`config.mk`:
```
export PLATFORM = sky130hd
export DESIGN_NAME = battery_duty_cycle_governor_top
export DESIGN_NICKNAME = d
export VERILOG_FILES = /design/src/rtl/bdcg_pkg.sv /design/src/rtl/battery_duty_cycle_governor_top.sv /design/src/rtl/bdcg_addsub.sv /design/src/rtl/bdcg_cfg.sv
export SDC_FILE = /design/constraint.sdc
export NUM_CORES = 1
export LEC_CHECK = 0
export ABC_AREA = 1
export BUFFER_PORTS_ARGS = -buffer_cell sky130_fd_sc_hd__buf_2
export CAP_MARGIN = 20
export CELL_PAD_IN_SITES_DETAIL_PLACEMENT = 0
export CELL_PAD_IN_SITES_GLOBAL_PLACEMENT = 1
export CORE_UTILIZATION = 40
export DETAILED_ROUTE_END_ITERATION = 16
export PLACE_DENSITY_LB_ADDON = 0.1
export REMOVE_ABC_BUFFERS = 1
export SLEW_MARGIN = 25
export SYNTH_ARGS = -nofsm -noshare
export SYNTH_HDL_FRONTEND = slang
export SYNTH_SLANG_ARGS = --single-unit
```
`constraint.sdc`:
```
create_clock -name clk_i -period 5.85 [get_ports clk_i]
set_input_delay 1.17 -clock clk_i [delete_from_list [all_inputs] [get_ports clk_i]]
set_output_delay 1.17 -clock clk_i [all_outputs]
set_load 0.005 [all_outputs]
```
`src/rtl/bdcg_pkg.sv`:
```
// Shared types, constants and register map of the battery duty cycle governor.
package bdcg_pkg;

  localparam int unsigned PeriodW    = 32;
  localparam int unsigned CfgPeriodW = 24;
  localparam int unsigned CfgMvW     = 15;
  localparam int unsigned VoltW      = 16;
  localparam int unsigned UnitsW     = 8;
  localparam int unsigned OpW        = 2;
  localparam int unsigned AccW       = 48;
  localparam int unsigned CntW       = 5;
  localparam int unsigned FixedW     = 21;
  localparam int unsigned InDataW    = 32;
  localparam int unsigned OutDataW   = 40;
  localparam int unsigned AddrW      = 5;
  localparam int unsigned RegIdxW    = 3;
  localparam int unsigned ApbDataW   = 32;

  // Request codes
  localparam logic [OpW-1:0] OP_SAMPLE  = 2'd0;
  localparam logic [OpW-1:0] OP_HIB_ON  = 2'd1;
  localparam logic [OpW-1:0] OP_HIB_OFF = 2'd2;
  localparam logic [OpW-1:0] OP_FIXED   = 2'd3;

  // Register indexes (byte address = 4 * index)
  localparam logic [RegIdxW-1:0] REG_MIN_PERIOD = 3'd0;
  localparam logic [RegIdxW-1:0] REG_MAX_PERIOD = 3'd1;
  localparam logic [RegIdxW-1:0] REG_LOW_MV     = 3'd2;
  localparam logic [RegIdxW-1:0] REG_HIGH_MV    = 3'd3;
  localparam logic [RegIdxW-1:0] REG_SHUTDOWN   = 3'd4;
  localparam logic [RegIdxW-1:0] REG_RESTART    = 3'd5;
  localparam logic [RegIdxW-1:0] REG_SLEEP_STEP = 3'd6;

  localparam logic [CfgPeriodW-1:0] RST_MIN_PERIOD = 24'd120000;
  localparam logic [CfgPeriodW-1:0] RST_MAX_PERIOD = 24'd1200000;
  localparam logic [CfgMvW-1:0]     RST_LOW_MV     = 15'd3000;
  localparam logic [CfgMvW-1:0]     RST_HIGH_MV    = 15'd4100;
  localparam logic [CfgMvW-1:0]     RST_SHUTDOWN   = 15'd0;
  localparam logic [CfgMvW-1:0]     RST_RESTART    = 15'd0;
  localparam logic [CfgPeriodW-1:0] RST_SLEEP_STEP = 24'd120000;
  localparam logic [PeriodW-1:0]    RST_PERIOD     = 32'd120000;

  // One fixed-delay unit is 5 s
  localparam logic [FixedW-1:0] MS_PER_UNIT = FixedW'(1000 * 5);

  typedef struct packed {
    logic [CfgPeriodW-1:0] min_period_ms;
    logic [CfgPeriodW-1:0] max_period_ms;
    logic [CfgMvW-1:0]     low_voltage_mv;
    logic [CfgMvW-1:0]     high_voltage_mv;
    logic [CfgMvW-1:0]     shutdown_mv;
    logic [CfgMvW-1:0]     restart_mv;
    logic [CfgPeriodW-1:0] sleep_step_ms;
  } cfg_t;

  typedef struct packed {
    logic [AccW-1:0] a;
    logic [AccW-1:0] b;
    logic            sub;
  } add_req_t;

endpackage

```
`src/rtl/battery_duty_cycle_governor_top.sv`:
```
// Top level of the battery duty cycle governor: request decode, sequencer and output register.
// Each request yields one result (period, hibernation flag, variable-mode flag). Commands, fixed
// delays and samples that do not interpolate go straight to the done state. A sample that
// interpolates runs 24 restoring divide steps for the slope, 16 shift-add multiply steps, then
// sign, offset and clamp steps; the divide, multiply, sign and offset steps share one 48-bit
// adder. A sample with equal low and high voltages skips the divide, multiply and sign steps.
// The input side is ready only while the sequencer is idle; a finished result sits in an output
// register, so the next request can be taken while the result waits for the consumer.
module battery_duty_cycle_governor_top (
  input  logic                           clk_i,
  input  logic                           rst_ni,
  input  logic                           s_axis_tvalid,
  output logic                           s_axis_tready,
  // [1:0] op, [17:2] voltage_mv, [25:18] delay_units, [31:26] zero
  input  logic [bdcg_pkg::InDataW-1:0]   s_axis_tdata,
  output logic                           m_axis_tvalid,
  input  logic                           m_axis_tready,
  // [31:0] period_ms, [32] hibernating, [33] variable_mode, [39:34] zero
  output logic [bdcg_pkg::OutDataW-1:0]  m_axis_tdata,
  input  logic                           psel,
  input  logic                           penable,
  input  logic                           pwrite,
  input  logic [bdcg_pkg::AddrW-1:0]     paddr,
  input  logic [bdcg_pkg::ApbDataW-1:0]  pwdata,
  output logic [bdcg_pkg::ApbDataW-1:0]  prdata,
  output logic                           pready
);
  import bdcg_pkg::*;

  localparam logic [2:0] ST_IDLE   = 3'd0;
  localparam logic [2:0] ST_DIV    = 3'd1;
  localparam logic [2:0] ST_MUL    = 3'd2;
  localparam logic [2:0] ST_NEG    = 3'd3;
  localparam logic [2:0] ST_ADDMAX = 3'd4;
  localparam logic [2:0] ST_CLAMP  = 3'd5;
  localparam logic [2:0] ST_DONE   = 3'd6;

  cfg_t cfg;

  bdcg_cfg u_cfg (
    .clk_i   (clk_i),
    .rst_ni  (rst_ni),
    .psel    (psel),
    .penable (penable),
    .pwrite  (pwrite),
    .paddr   (paddr),
    .pwdata  (pwdata),
    .prdata  (prdata),
    .pready  (pready),
    .cfg_o   (cfg)
  );

  add_req_t        add_req;
  logic [AccW-1:0] add_sum;

  bdcg_addsub u_addsub (
    .req_i (add_req),
    .sum_o (add_sum)
  );

  logic [OpW-1:0]    in_op;
  logic [VoltW-1:0]  in_volt;
  logic [UnitsW-1:0] in_units;

  assign in_op    = s_axis_tdata[OpW-1:0];
  assign in_volt  = s_axis_tdata[OpW+VoltW-1:OpW];
  assign in_units = s_axis_tdata[OpW+VoltW+UnitsW-1:OpW+VoltW];

  logic [2:0]            state_q, state_d;
  logic                  hib_q, hib_d;
  logic                  follow_q, follow_d;
  logic [VoltW-1:0]      prev_q, prev_d;
  logic [PeriodW-1:0]    period_q, period_d;
  logic [CfgPeriodW-1:0] dq_q, dq_d;
  logic [CfgMvW-1:0]     rem_q, rem_d;
  logic [CfgMvW-1:0]     dvs_q, dvs_d;
  logic [VoltW-1:0]      mlt_q, mlt_d;
  logic [AccW-1:0]       mcand_q, mcand_d;
  logic [AccW-1:0]       acc_q, acc_d;
  logic                  neg_q, neg_d;
  logic [CntW-1:0]       cnt_q, cnt_d;
  logic                  m_valid_q, m_valid_d;
  logic [OutDataW-1:0]   m_data_q, m_data_d;

  // Request decode
  logic                  hib_n, follow_n, interp;
  logic [VoltW-1:0]      prev_n;
  logic [PeriodW-1:0]    per_n;
  logic [PeriodW:0]      sat_sum;
  logic [FixedW-1:0]     fixed_ms;

  // Interpolation setup
  logic                  dt_neg, dv_neg, vl_neg, dv_zero;
  logic [CfgPeriodW-1:0] dt_abs;
  logic [CfgMvW-1:0]     dv_abs;
  logic [VoltW-1:0]      vl_abs, low_ext;

  logic                  in_acc, out_free, qbit;
  logic [VoltW-1:0]      div_shift;

  assign s_axis_tready = (state_q == ST_IDLE);
  assign in_acc        = s_axis_tvalid && s_axis_tready;
  assign out_free      = !m_valid_q || m_axis_tready;
  assign m_axis_tvalid = m_valid_q;
  assign m_axis_tdata  = m_data_q;

  assign sat_sum  = {1'b0, period_q} + (PeriodW+1)'(cfg.sleep_step_ms);
  assign fixed_ms = FixedW'(in_units) * MS_PER_UNIT;

  assign low_ext = VoltW'(cfg.low_voltage_mv);
  assign dt_neg  = cfg.max_period_ms > cfg.min_period_ms;
  assign dt_abs  = dt_neg ? cfg.max_period_ms - cfg.min_period_ms
                          : cfg.min_period_ms - cfg.max_period_ms;
  assign dv_neg  = cfg.low_voltage_mv > cfg.high_voltage_mv;
  assign dv_zero = cfg.low_voltage_mv == cfg.high_voltage_mv;
  assign dv_abs  = dv_neg ? cfg.low_voltage_mv - cfg.high_voltage_mv
                          : cfg.high_voltage_mv - cfg.low_voltage_mv;
  assign vl_neg  = low_ext > in_volt;
  assign vl_abs  = vl_neg ? low_ext - in_volt : in_volt - low_ext;

  always_comb begin
    hib_n    = hib_q;
    follow_n = follow_q;
    prev_n   = prev_q;
    per_n    = period_q;
    interp   = 1'b0;
    case (in_op)
      OP_SAMPLE: begin
        if (!hib_n && in_volt <= VoltW'(cfg.shutdown_mv)) begin
          hib_n    = 1'b1;
          follow_n = 1'b0;
          per_n    = PeriodW'(cfg.sleep_step_ms);
          prev_n   = in_volt;
        end
        if (hib_n && in_volt >= VoltW'(cfg.restart_mv)) begin
          hib_n    = 1'b0;
          follow_n = 1'b1;
          per_n    = PeriodW'(cfg.min_period_ms);
        end
        if (hib_n) begin
          // a fresh entry already set prev to this sample, so neither rule fires then
          if (in_volt < prev_n) begin
            per_n = sat_sum[PeriodW] ? '1 : sat_sum[PeriodW-1:0];
          end else if (in_volt > prev_n) begin
            per_n = PeriodW'(cfg.sleep_step_ms);
          end
          prev_n = in_volt;
        end else if (follow_n) begin
          interp = 1'b1;
        end
      end
      OP_HIB_ON: begin
        if (!hib_q) begin
          hib_n    = 1'b1;
          follow_n = 1'b0;
          per_n    = PeriodW'(cfg.sleep_step_ms);
        end
      end
      OP_HIB_OFF: begin
        if (hib_q) begin
          hib_n    = 1'b0;
          follow_n = 1'b1;
          per_n    = PeriodW'(cfg.min_period_ms);
        end
      end
      OP_FIXED: begin
        if (in_units != '0) begin
          follow_n = 1'b0;
          per_n    = PeriodW'(fixed_ms);
        end
      end
      default: ;
    endcase
  end

  assign div_shift = {rem_q, dq_q[CfgPeriodW-1]};
  assign qbit      = !add_sum[AccW-1];

  always_comb begin
    state_d   = state_q;
    hib_d     = hib_q;
    follow_d  = follow_q;
    prev_d    = prev_q;
    period_d  = period_q;
    dq_d      = dq_q;
    rem_d     = rem_q;
    dvs_d     = dvs_q;
    mlt_d     = mlt_q;
    mcand_d   = mcand_q;
    acc_d     = acc_q;
    neg_d     = neg_q;
    cnt_d     = cnt_q;
    m_valid_d = m_valid_q && !m_axis_tready;
    m_data_d  = m_data_q;
    add_req   = '0;

    case (state_q)
      ST_IDLE: begin
        if (in_acc) begin
          hib_d    = hib_n;
          follow_d = follow_n;
          prev_d   = prev_n;
          if (interp) begin
            dq_d  = dt_abs;
            rem_d = '0;
            dvs_d = dv_abs;
            mlt_d = vl_abs;
            neg_d = dt_neg ^ dv_neg ^ vl_neg;
            cnt_d = CntW'(CfgPeriodW - 1);
            acc_d = '0;
            // equal low and high voltages: product taken as zero, go straight to the offset
            state_d = dv_zero ? ST_ADDMAX : ST_DIV;
          end else begin
            period_d = per_n;
            state_d  = ST_DONE;
          end
        end
      end
      ST_DIV: begin
        add_req.a   = AccW'(div_shift);
        add_req.b   = AccW'(dvs_q);
        add_req.sub = 1'b1;
        rem_d = qbit ? add_sum[CfgMvW-1:0] : div_shift[CfgMvW-1:0];
        dq_d  = {dq_q[CfgPeriodW-2:0], qbit};
        if (cnt_q == '0) begin
          mcand_d = AccW'({dq_q[CfgPeriodW-2:0], qbit});
          acc_d   = '0;
          cnt_d   = CntW'(VoltW - 1);
          state_d = ST_MUL;
        end else begin
          cnt_d = cnt_q - 1'b1;
        end
      end
      ST_MUL: begin
        add_req.a   = acc_q;
        add_req.b   = mcand_q;
        add_req.sub = 1'b0;
        if (mlt_q[0]) begin
          acc_d = add_sum;
        end
        mlt_d   = mlt_q >> 1;
        mcand_d = mcand_q << 1;
        if (cnt_q == '0) begin
          state_d = ST_NEG;
        end else begin
          cnt_d = cnt_q - 1'b1;
        end
      end
      ST_NEG: begin
        add_req.a   = '0;
        add_req.b   = acc_q;
        add_req.sub = 1'b1;
        if (neg_q) begin
          acc_d = add_sum;
        end
        state_d = ST_ADDMAX;
      end
      ST_ADDMAX: begin
        add_req.a   = acc_q;
        add_req.b   = AccW'(cfg.max_period_ms);
        add_req.sub = 1'b0;
        acc_d       = add_sum;
        state_d     = ST_CLAMP;
      end
      ST_CLAMP: begin
        // minimum is checked first; when the two cross, values below it take the minimum, all others the maximum
        if ($signed(acc_q) < $signed(AccW'(cfg.min_period_ms))) begin
          period_d = PeriodW'(cfg.min_period_ms);
        end else if ($signed(acc_q) > $signed(AccW'(cfg.max_period_ms))) begin
          period_d = PeriodW'(cfg.max_period_ms);
        end else begin
          period_d = PeriodW'(acc_q[CfgPeriodW-1:0]);
        end
        state_d = ST_DONE;
      end
      ST_DONE: begin
        // hold until the output register is free
        if (out_free) begin
          m_valid_d = 1'b1;
          m_data_d  = OutDataW'({follow_q, hib_q, period_q});
          state_d   = ST_IDLE;
        end
      end
      default: state_d = ST_IDLE;
    endcase
  end

  always_ff @(posedge clk_i or negedge rst_ni) begin
    if (!rst_ni) begin
      state_q   <= ST_IDLE;
      hib_q     <= 1'b0;
      follow_q  <= 1'b1;
      prev_q    <= '0;
      period_q  <= RST_PERIOD;
      m_valid_q <= 1'b0;
      cnt_q     <= '0;
    end else begin
      state_q   <= state_d;
      hib_q     <= hib_d;
      follow_q  <= follow_d;
      prev_q    <= prev_d;
      period_q  <= period_d;
      m_valid_q <= m_valid_d;
      cnt_q     <= cnt_d;
    end
  end

  always_ff @(posedge clk_i) begin
    dq_q     <= dq_d;
    rem_q    <= rem_d;
    dvs_q    <= dvs_d;
    mlt_q    <= mlt_d;
    mcand_q  <= mcand_d;
    acc_q    <= acc_d;
    neg_q    <= neg_d;
    m_data_q <= m_data_d;
  end

  a_accept_leaves_idle: assert property (@(posedge clk_i) disable iff (!rst_ni)
    in_acc |=> state_q != ST_IDLE)
    else $error("sequencer stayed idle after taking a request");

  a_hib_not_follow: assert property (@(posedge clk_i) disable iff (!rst_ni)
    hib_q |-> !follow_q)
    else $error("hibernation and variable mode active together");

  a_clamp_fits: assert property (@(posedge clk_i) disable iff (!rst_ni)
    state_q == ST_CLAMP |=> period_q[PeriodW-1:CfgPeriodW] == '0)
    else $error("interpolated period exceeds configured range width");

  a_done_loads_output: assert property (@(posedge clk_i) disable iff (!rst_ni)
    (state_q == ST_DONE && out_free) |=> m_valid_q && state_q == ST_IDLE)
    else $error("finished result not loaded into output register");

endmodule

```
`src/rtl/bdcg_addsub.sv`:
```
// Shared wide adder/subtractor used by the divide, multiply, sign and offset steps of the sequencer.
module bdcg_addsub (
  input  bdcg_pkg::add_req_t          req_i,
  output logic [bdcg_pkg::AccW-1:0]   sum_o
);
  import bdcg_pkg::*;

  logic [AccW-1:0] b_op;

  assign b_op  = req_i.sub ? ~req_i.b : req_i.b;
  assign sum_o = req_i.a + b_op + AccW'(req_i.sub);

endmodule

```
`src/rtl/bdcg_cfg.sv`:
```
// APB register file holding the governor configuration.
module bdcg_cfg (
  input  logic                          clk_i,
  input  logic                          rst_ni,
  input  logic                          psel,
  input  logic                          penable,
  input  logic                          pwrite,
  input  logic [bdcg_pkg::AddrW-1:0]    paddr,
  input  logic [bdcg_pkg::ApbDataW-1:0] pwdata,
  output logic [bdcg_pkg::ApbDataW-1:0] prdata,
  output logic                          pready,
  output bdcg_pkg::cfg_t                cfg_o
);
  import bdcg_pkg::*;

  cfg_t               cfg_q;
  logic               wr_en;
  logic [RegIdxW-1:0] idx;

  assign pready = 1'b1;
  assign wr_en  = psel && penable && pwrite;
  assign idx    = paddr[AddrW-1:2];
  assign cfg_o  = cfg_q;

  always_ff @(posedge clk_i or negedge rst_ni) begin
    if (!rst_ni) begin
      cfg_q.min_period_ms   <= RST_MIN_PERIOD;
      cfg_q.max_period_ms   <= RST_MAX_PERIOD;
      cfg_q.low_voltage_mv  <= RST_LOW_MV;
      cfg_q.high_voltage_mv <= RST_HIGH_MV;
      cfg_q.shutdown_mv     <= RST_SHUTDOWN;
      cfg_q.restart_mv      <= RST_RESTART;
      cfg_q.sleep_step_ms   <= RST_SLEEP_STEP;
    end else if (wr_en) begin
      case (idx)
        REG_MIN_PERIOD: cfg_q.min_period_ms   <= pwdata[CfgPeriodW-1:0];
        REG_MAX_PERIOD: cfg_q.max_period_ms   <= pwdata[CfgPeriodW-1:0];
        REG_LOW_MV:     cfg_q.low_voltage_mv  <= pwdata[CfgMvW-1:0];
        REG_HIGH_MV:    cfg_q.high_voltage_mv <= pwdata[CfgMvW-1:0];
        REG_SHUTDOWN:   cfg_q.shutdown_mv     <= pwdata[CfgMvW-1:0];
        REG_RESTART:    cfg_q.restart_mv      <= pwdata[CfgMvW-1:0];
        REG_SLEEP_STEP: cfg_q.sleep_step_ms   <= pwdata[CfgPeriodW-1:0];
        default: ;
      endcase
    end
  end

  always_comb begin
    case (idx)
      REG_MIN_PERIOD: prdata = ApbDataW'(cfg_q.min_period_ms);
      REG_MAX_PERIOD: prdata = ApbDataW'(cfg_q.max_period_ms);
      REG_LOW_MV:     prdata = ApbDataW'(cfg_q.low_voltage_mv);
      REG_HIGH_MV:    prdata = ApbDataW'(cfg_q.high_voltage_mv);
      REG_SHUTDOWN:   prdata = ApbDataW'(cfg_q.shutdown_mv);
      REG_RESTART:    prdata = ApbDataW'(cfg_q.restart_mv);
      REG_SLEEP_STEP: prdata = ApbDataW'(cfg_q.sleep_step_ms);
      default:        prdata = '0;
    endcase
  end

endmodule
```
Word-level counts from Yosys, hierarchy flattened
Index checks and enable logic that the tools add are counted.
W data, S select, Z words.
- register bits after elaboration: 392
- input bits: 76
- logic and storage cells: 189
- output and inout bits: 75
- bitwise operators: 3
- $mul: 1
- reduce and logical (&&, ||, !) cells: 42
- $lt $le $gt $ge: 9
- equal/unequal tests: 31
- mux-type cells: 71
- $add $sub $neg: 10
- operators by type and width (cell ; number):
    $pmux W97 S4 ; 1
    $mux W32 ; 11
    $mux W48 ; 7
    $pmux W48 S5 ; 1
    $pmux W24 S7 ; 1
    $pmux W32 S4 ; 1
    $mux W24 ; 5
    $mux W16 ; 6
    $pmux W48 S2 ; 1
    $pmux W32 S2 ; 1
    $mux W15 ; 4
    $add A48 B1 Y48 ; 1
    $add A48 B48 Y48 ; 1
    $gt A48 B25 Y1 ; 1
    $lt A48 B25 Y1 ; 1
    $not A48 Y48 ; 1
    $pmux W24 S2 ; 1
    $sub A24 B24 Y24 ; 2
    $add A32 B24 Y33 ; 1
    $pmux W16 S2 ; 1
    $pmux W15 S2 ; 1
    $sub A15 B15 Y15 ; 2
    $gt A24 B24 Y1 ; 1
    $pmux W3 S7 ; 1
    other kinds (41) ; 113

Logic depth before layout (Yosys ltp)
Gate-level depths: netlist of run 1.
- depth after elaboration: 13
- depth in mapped cells: 38
- depth with buffers taken out: 35

By module
From an unflattened synthesis of run 1, not the netlist that was laid out.
- cells, all modules: 5255
- area, all modules: 36368.6 um^2
- by module, submodules not included (module ; seq. area each (um^2) ; times used ; area an instance (um^2) ; cells each):
    battery_duty_cycle_governor_top ; 7522.2 ; 1 ; 25195.4 ; 3507
    bdcg_cfg ; 3342.0 ; 1 ; 6637.6 ; 855
    bdcg_addsub ; 0.0 ; 1 ; 4535.6 ; 893

Least setup slack after synthesis of run 1
Ideal clock, no wire load.
- path kind: in2reg
- from: input s_axis_tdata[9] (netlist name)
- to: register dq_q[0], enable pin
- cell stages on the path: 12
- arrival: 6212 ps
- path buffers: 0
- path slack: -895 ps
- data required time: 5317 ps
- setup time: 533 ps
- path through: ha_1 -> nand2_1 -> nor2_1 -> nand2_1 -> nor3_1 -> nand3b_1 -> nand2_1 -> nand2_1 -> nand3_1 -> nand2_1 -> inv_1 -> nor4_1
- cells in the longest elaborated chain, start to end: 12
- elaborated cells on any way between the ends: 16
- classes of those cells: 2 x order compare; 1 x eq/ne; 10 x mux; 3 x reduce/logical
- RTL lines (what ; line ; source):
    start, declared ; battery_duty_cycle_governor_top.sv:15 ; input logic [bdcg_pkg::InDataW-1:0] s_axis_tdata,
    $le A16 B15 Y1 ; battery_duty_cycle_governor_top.sv:129 ; if (!hib_n && in_volt <= VoltW'(cfg.shutdown_mv)) begin
    $logic_and A1 B1 Y1 ; battery_duty_cycle_governor_top.sv:129 ;
    $mux W1 ; battery_duty_cycle_governor_top.sv:129 ;
    $mux W1 ; battery_duty_cycle_governor_top.sv:127 ; case (in_op)
    $logic_and A1 B1 Y1 ; battery_duty_cycle_governor_top.sv:135 ; if (hib_n && in_volt >= VoltW'(cfg.restart_mv)) begin
    $mux W1 ; battery_duty_cycle_governor_top.sv:135 ;
    $mux W1 ; battery_duty_cycle_governor_top.sv:127 ;
    $mux W1 ; battery_duty_cycle_governor_top.sv:148 ; end else if (follow_n) begin
    $mux W1 (*) ; battery_duty_cycle_governor_top.sv:140 ; if (hib_n) begin
    $mux W1 (*) ; battery_duty_cycle_governor_top.sv:127 ;
    $ne A2 B1 Y1 (no source line) (*) ; -- ;
    $reduce_and A3 Y1 (no source line) (*) ; -- ;
    end signal, assigned ; battery_duty_cycle_governor_top.sv:309 ; dq_q <= dq_d;
    end, declared ; battery_duty_cycle_governor_top.sv:74 ; logic [CfgPeriodW-1:0] dq_q, dq_d;
Mark *: on every way between the ends. The rest lies on a longest branch, timed or not. The select of a mux whose other input is x is not followed.
A chain may end at the register's enable or synchronous reset.

Final worst setup path of run 1
- from: register state_q[2]
- to: register acc_q[46] (data pin)
- cells in the longest elaborated chain, start to end: 8
- elaborated cells on any way between the ends: 13
- classes of those cells: 2 x add/sub; 4 x eq/ne; 5 x mux; 1 x bitwise; 1 x reduce/logical
- RTL lines (what ; line ; source):
    start, declared ; battery_duty_cycle_governor_top.sv:69 ; logic [2:0] state_q, state_d;
    start signal, assigned ; battery_duty_cycle_governor_top.sv:298 ; state_q <= state_d;
    $eq A3 B3 Y1 (tied with other cells) ; battery_duty_cycle_governor_top.sv:197 ; case (state_q)
    $pmux W97 S4 ; battery_duty_cycle_governor_top.sv:197 ;
    $not A48 Y48 ; bdcg_addsub.sv:10 ; assign b_op = req_i.sub ? ~req_i.b : req_i.b;
    $mux W48 ; bdcg_addsub.sv:10 ;
    $add A48 B48 Y48 ; bdcg_addsub.sv:11 ; assign sum_o = req_i.a + b_op + AccW'(req_i.sub);
    $add A48 B1 Y48 ; bdcg_addsub.sv:11 ;
    $mux W48 (on tied branches) ; battery_duty_cycle_governor_top.sv:253, battery_duty_cycle_governor_top.sv:238 ;
    $pmux W48 S5 (*) ; battery_duty_cycle_governor_top.sv:197 ;
    end signal, assigned ; battery_duty_cycle_governor_top.sv:314 ; acc_q <= acc_d;
    end, declared ; battery_duty_cycle_governor_top.sv:79 ; logic [AccW-1:0] acc_q, acc_d;
Marks and branches as above.

==> metrics.cfg, run 1 <==
[floorplanning]
die_y_um=294
io_pins=151
start_util=0.406
rows=106
die_x_um=294
coreArea_mm2=0.0841
die_area_mm2=0.0865

[global_routing]
grt_pass1_vias=31452
grt_util_all_layers=0.313
grt_first_pass_wirelength_um=203000
grt_overflow_total=0
grt_max_degree=135
antenna_found_initial=0

[timing]
fmax_ghz=0.194
setup_viol=0
finalHoldViolCount=0
maxSlewViolCount=0
fin_crit_ps=5170
finalCritPeriodShare=0.883
fin_skew_ps=29.8
fin_tns_setup_ps=0
fin_ws_ps=683
holdWs_ps=486
relSlewSlack=0.295
tightest_slew_ps=1040
rsz0062_at_grt=no

[drt]
drtIter0Drc=2882
post_drt_via_cell_ratio=5.48
drcViolationCount=0
first_pass_iters=6
drt-total-wl_um=137000
routedWlPerCell_um=22.5
ant_nets=0
vias=33275

[layout]
register_area_mm2=0.0109
multi_input_area_mm2=0.0201
area_growth_syn_to_layout_pct=10.2
fillerInstances=8988
layout-drive-gt1-share=0.0760
fin_nets=5304

[clock_network]
htree_levels=2
clk_pin_slew_ps=60
clock_path_buffers=3
clock_latency_ps=640
postCtsResizedCells=0
cts_hold_buf=0
cts_buffers=49
cts.sink_count=392
cts_setup_buffers=0
clock-root-buffer=clkbuf_16
cts_tree=done

[logic_synthesis]
ys_top_cells_by_area=edfxtp_1, nand2_1, ha_1
synth_area_per_cell_um2=7.06
synthArstFlopShare=0.487
synth_top_area_frac=0.177
yosysSeqAreaShare=0.318
syn_inst=4834
ys_seq_elements=392
yosysUniqueCellTypes=66
synth_flop_cell=edfxtp_1
synth_most_common_cell=nand2_1
yosysWarnings=0
synth_area_leader_cell=edfxtp_1
synth_edf_count=201
synthesis.area_mm2=0.0341
ys_top_cells_by_count=nand2_1, inv_1, nor2_1

[placed_design]
dp_hpwl_um=109000
gp_congestion=0.970
portBuffers=119
preCtsSetupSlack_ps=464

[setup_path]
cp_max_fo=44
required_ps=6320
endpoint_kind=flop
arrival_ps=5630
critPathLaunchType=flop
path_class=flop to flop

[power_and_ir_drop]
sw_frac_of_total=0.509
p_int_uw=9930
pwr-share-comb=0.578
p_per_area_mw_per_mm2=538
pwr-share-seq=0.262
ir_drop_mv=0.262
pwr-share-clk=0.160
p_sw_uw=10300
power_leakage_uw=0.0177

[hold_path]
hold_class=flop to flop

[run]
max-cap-violations=0

[status]
status=complete, no violations

## worst paths after layout
| check | slack (ps) | cells after the start | from | end |
|---|---|---|---|---|
| max in group asynchronous | 4060 | 2 | rst_ni | u_cfg.cfg_o[55]$_DFFE_PN0P_ |
| min in group asynchronous | 500 | 1 | rst_ni | period_q[26]$_DFFE_PN0P_ |
| setup reg to reg | 680 | 16 | state_q[2]$_DFFE_PN0P_ | acc_q[46]$_SDFFCE_PN0P_ |
| hold / removal | 490 | 2 | prev_q[15]$_DFFE_PN0P_ | prev_q[15]$_DFFE_PN0P_ |
| hold reg to reg | 490 | 2 | prev_q[15]$_DFFE_PN0P_ | prev_q[15]$_DFFE_PN0P_ |
| setup / recovery | 680 | 16 | state_q[2]$_DFFE_PN0P_ | acc_q[46]$_SDFFCE_PN0P_ |
## area by class of cell
class	count	share of cell area
repair buffers	184	0.0306
inverters	638	0.0637
clock inverters	31	0.00898
multi-input cells	3626	0.535
well taps	1134	0.0377
clock buffers	61	0.0354
diodes	1	0.0000665
flip-flops and latches	392	0.289
## routing by layer
metal | wire [µm] | vias to the layer above | part of all wire | GRT usage
li1 | - | 16191 | - | -
met1 | 63000 | 15854 | 0.46 | 0.440
met2 | 61000 | 1065 | 0.45 | 0.499
met3 | 8460 | 165 | 0.062 | 0.0406
met4 | 4180 | 0 | 0.031 | 0.0939
met5 | 0 | - | 0 | 0
## metrics by stage
step	std cells	util	cell area [µm²]	total power (µW)
after floorplan	4656	-	33300	12800
after global placement	5972	0.427	35900	16800
after detailed placement	5972	0.427	35900	16800
after CTS	6064	0.447	37600	20100
after global routing	6066	0.447	37600	21800
final	6067	0.447	37600	20200
## layout by cell type, fill, tap and decap left out, types with 45 or more instances in the layout
cell and count:
a31oi_1 46, o211ai_1 61, nand3_1 175, buf_2 118
inv_1 620, nand2_1 1240, nor2_1 478, xor2_1 67
o21ai_0 407, xnor2_1 45, edfxtp_1 201, a21oi_1 354
dfrtp_1 152, buf_4 61, o22ai_1 70, nand4_1 55
ha_1 317, clkbuf_16 49
## flip-flops by register name (all words and copies together), names as in the netlist
signal,cells
hib_q,1
mcand_q,48
m_axis_tdata,34
cnt_q,5
mlt_q,16
follow_q,1
acc_q,48
state_q,3
neg_q,1
u_cfg.cfg_o,132
rem_q,15
prev_q,16
m_axis_tvalid,1
dq_q,24
period_q,32
dvs_q,15
## power by group through the flow
| stage | sequential, µW | clock (µW) | combinational, µW |
|---|---|---|---|
| after floorplan | 4880 | 0 | 7950 |
| after global placement | 5320 | 0 | 11500 |
| after detailed placement | 5330 | 0 | 11500 |
| after CTS | 5290 | 3290 | 11600 |
| after global routing | 5370 | 3390 | 13000 |
| final | 5290 | 3240 | 11700 |
## logic make-up after synthesis
logic type | after synthesis | synth area share
muxes | 3 | 0.000916
other | 2 | 0.000220
adders and majority gates | 337 | 0.128
DFF | 392 | 0.318
AOI/OAI and AO/OA | 1110 | 0.185
and+or+nand+nor | 2049 | 0.243
buffers and inverters | 829 | 0.0960
xor gates and xnor gates | 112 | 0.0287
## worst max-delay path, stage by stage (launching register included)
cell and delay (ps):
dfrtp_1 640, nor2_1 210, nand2_4 360, nand2_1 120, inv_2 650, o21ai_0 270
ha_1 420, nand2_1 130, nor2_1 320, nand2_1 80, o21ai_0 680, nand4_1 170
nand2_1 180, nand2_1 140, a21oi_1 290, o21ai_0 120, a21oi_1 180
Power figures use the tool's default switching activity.
==> inputs of run 2 (changes only) <==
--- a/config.mk
+++ b/config.mk
@@ -10,6 +10,7 @@
 export CAP_MARGIN = 20
 export CELL_PAD_IN_SITES_DETAIL_PLACEMENT = 0
 export CELL_PAD_IN_SITES_GLOBAL_PLACEMENT = 1
+export CORE_MARGIN = 2
 export CORE_UTILIZATION = 40
 export DETAILED_ROUTE_END_ITERATION = 16
 export PLACE_DENSITY_LB_ADDON = 0.1
==> metrics.cfg, run 2 (same netlist as run 1, synthesis figures left out) <==
[clock_network]
cts_tree=done
cts.sink_count=392  ; unchanged
cts_setup_buffers=0  ; unchanged
postCtsResizedCells=0  ; unchanged
clock_path_buffers=3  ; unchanged
clock_latency_ps=670  ; +30 ps
clk_pin_slew_ps=60  ; about the same
cts_hold_buf=0  ; unchanged
clock-root-buffer=clkbuf_16
htree_levels=2  ; unchanged
cts_buffers=51  ; +4.1%

[floorplanning]
die_y_um=296  ; +0.68%
start_util=0.402  ; -0.00379
die_x_um=296  ; +0.68%
rows=107  ; +0.94%
io_pins=151  ; unchanged
coreArea_mm2=0.0849  ; +0.94%
die_area_mm2=0.0877  ; +1.4%

[layout]
finalNonFillerCells=6073  ; +0.099%
area_growth_syn_to_layout_pct=10.3
largest_reg_flops=132  ; unchanged
layout-drive-gt1-share=0.0743  ; -0.00175
final_cell_mix=nand2_1, inv_1, nor2_1, o21ai_0, a21oi_1
fillerInstances=9096  ; +1.2%
fin_nets=5297  ; -0.13%
final_common_cell=nand2_1
finalInstanceArea_mm2=0.0377  ; +0.10%

[global_routing]
grt_max_degree=112  ; -17%
grt_overflow_total=0  ; unchanged
antenna_found_initial=4  ; +4
grt_pass1_vias=31773  ; +1.0%
grt_util_all_layers=0.308  ; -0.00544
grt_first_pass_wirelength_um=203000  ; -0.26%

[power_and_ir_drop]
p_per_area_mw_per_mm2=538  ; about the same
power_leakage_uw=0.0177  ; about the same
pwr-share-clk=0.166  ; +0.006
ir_drop_mv=0.283  ; +8.1%
p_sw_uw=10300  ; -0.46%
pwr-share-seq=0.261  ; about the same
sw_frac_of_total=0.506  ; -0.00287
pwr-share-comb=0.574  ; -0.004
p_int_uw=10000  ; +0.69%

[timing]
fmax_ghz=0.197  ; +1.7%
fin_tns_setup_ps=0  ; unchanged
fin_crit_ps=5080  ; -84.9 ps
rsz0062_at_grt=no
finalHoldViolCount=0  ; unchanged
maxSlewViolCount=0  ; unchanged
fin_skew_ps=39.3  ; +9.42 ps
finalCritPeriodShare=0.869  ; -0.0145
relSlewSlack=0.266  ; -0.0287
tightest_slew_ps=1090  ; +42.5 ps
setup_viol=0  ; unchanged

[drt]
drcViolationCount=0  ; unchanged
routedWlPerCell_um=22.2  ; -1.4%
post_drt_via_cell_ratio=5.50  ; +0.32%
drt-total-wl_um=135000  ; -1.3%
drtIter0Drc=2672  ; -7.3%
vias=33416  ; +0.42%
ant_nets=0  ; unchanged
first_pass_iters=7  ; +1

[setup_path]
cpPeakStageDelay_ps=630  ; -50 ps
worstPathCellList=inv_4, nor2_4, inv_2, nand2_1, inv_2, o21ai_0, ha_1, nand2_1, nor2_1, nand2_1, o21ai_0, nand4_1, nand2_1, nand2_1, a21oi_1, o21ai_0, a21oi_1
arrival_ps=5570  ; -60 ps
path_class=flop to flop
critPathSlowestCell=o21ai_0
worstSetupStartpoint=state_q[2]$_DFFE_PN0P_
crit_top_cell=nand2_1
critPathLaunchType=flop
cp_max_fo=37  ; -16%
endpoint_kind=flop
timing.rr.start=state_q[2]$_DFFE_PN0P_
required_ps=6340  ; +20 ps

[placed_design]
dp_hpwl_um=107000  ; -1.2%
dp.cells=5973  ; +0.017%
gp_congestion=0.968  ; -0.12%
portBuffers=119  ; unchanged
placed_area_mm2=0.0358  ; -0.15%

[hold_path]
hp-start=u_cfg.cfg_o[68]$_DFFE_PN0P_
hold_class=flop to flop

[status]
status=complete, no violations

[run]
max-cap-violations=0  ; unchanged

## run 2: changes by cell type in the layout (fill, tap and decap cells not counted), sizes merged
cell    previous run  this run
clkinv            22        20
diode              1         2
clkbuf            62        69
buf              183       174
inv              637       636
## run 2: routing by layer
| layer | vias to the layer above | wire (µm) | GRT usage |
|---|---|---|---|
| met2 | 1091 | 59200 | 0.484 |
| met5 | - | 7 | 0 |
| li1 | 16193 | - | - |
| met1 | 15930 | 62400 | 0.432 |
| met3 | 200 | 8260 | 0.0402 |
| met4 | 2 | 5040 | 0.109 |
## run 2: final timing paths
check	endpoint	slack (ps)	cells after the start
max in group asynchronous	u_cfg.cfg_o[71]$_DFFE_PN0P_	4100	2
setup / recovery	acc_q[46]$_SDFFCE_PN0P_	770	17
setup reg to reg	acc_q[46]$_SDFFCE_PN0P_	770	17
hold / removal	u_cfg.cfg_o[68]$_DFFE_PN0P_	490	2
hold reg to reg	u_cfg.cfg_o[68]$_DFFE_PN0P_	490	2
min in group asynchronous	hib_q$_DFFE_PN0P_	570	1
## run 2: worst max-delay path: cells and delay by family (launching register included)
kind                     cells  cell delay [ps]
AO/OA/AOI/OAI                5             1520
adder cells (fa/ha/maj)      1              420
buffers and inverters        3             1120
flip-flops                   1              560
AND/OR/NAND/NOR              8             1290
## run 2: stage by stage
| step | util | total power (µW) | hold slack (ps) | setup WS (ps) |
|---|---|---|---|---|
| floorplan | - | 12800 | 451 | -2050 |
| global placement | 0.422 | 16700 | 466 | 492 |
| detailed placement | 0.422 | 16800 | 473 | 489 |
| CTS | 0.443 | 20200 | 488 | 878 |
| global route | 0.444 | 21900 | 508 | 556 |
| finish | 0.444 | 20300 | 486 | 768 |
## run 2: layout make-up
cell class / count / area (µm²) / share of cell area
diodes: 2 / 5.00 / 0.000133
clock buffers: 68 / 1410 / 0.0375
clock inverters: 28 / 342 / 0.00907
inverters: 638 / 2400 / 0.0637
multi-input cells: 3626 / 20100 / 0.534
flip-flops and latches: 392 / 10900 / 0.288
well taps: 1144 / 1430 / 0.0380
repair buffers: 175 / 1090 / 0.0289
## run 2: power groups by stage
stage	Sequential, µW	Clock (µW)	Combinational, µW
final	5280	3350	11600
after CTS	5280	3420	11500
after floorplan	4880	0	7950
after global placement	5320	0	11400
after detailed placement	5320	0	11400
after global routing	5370	3520	13000
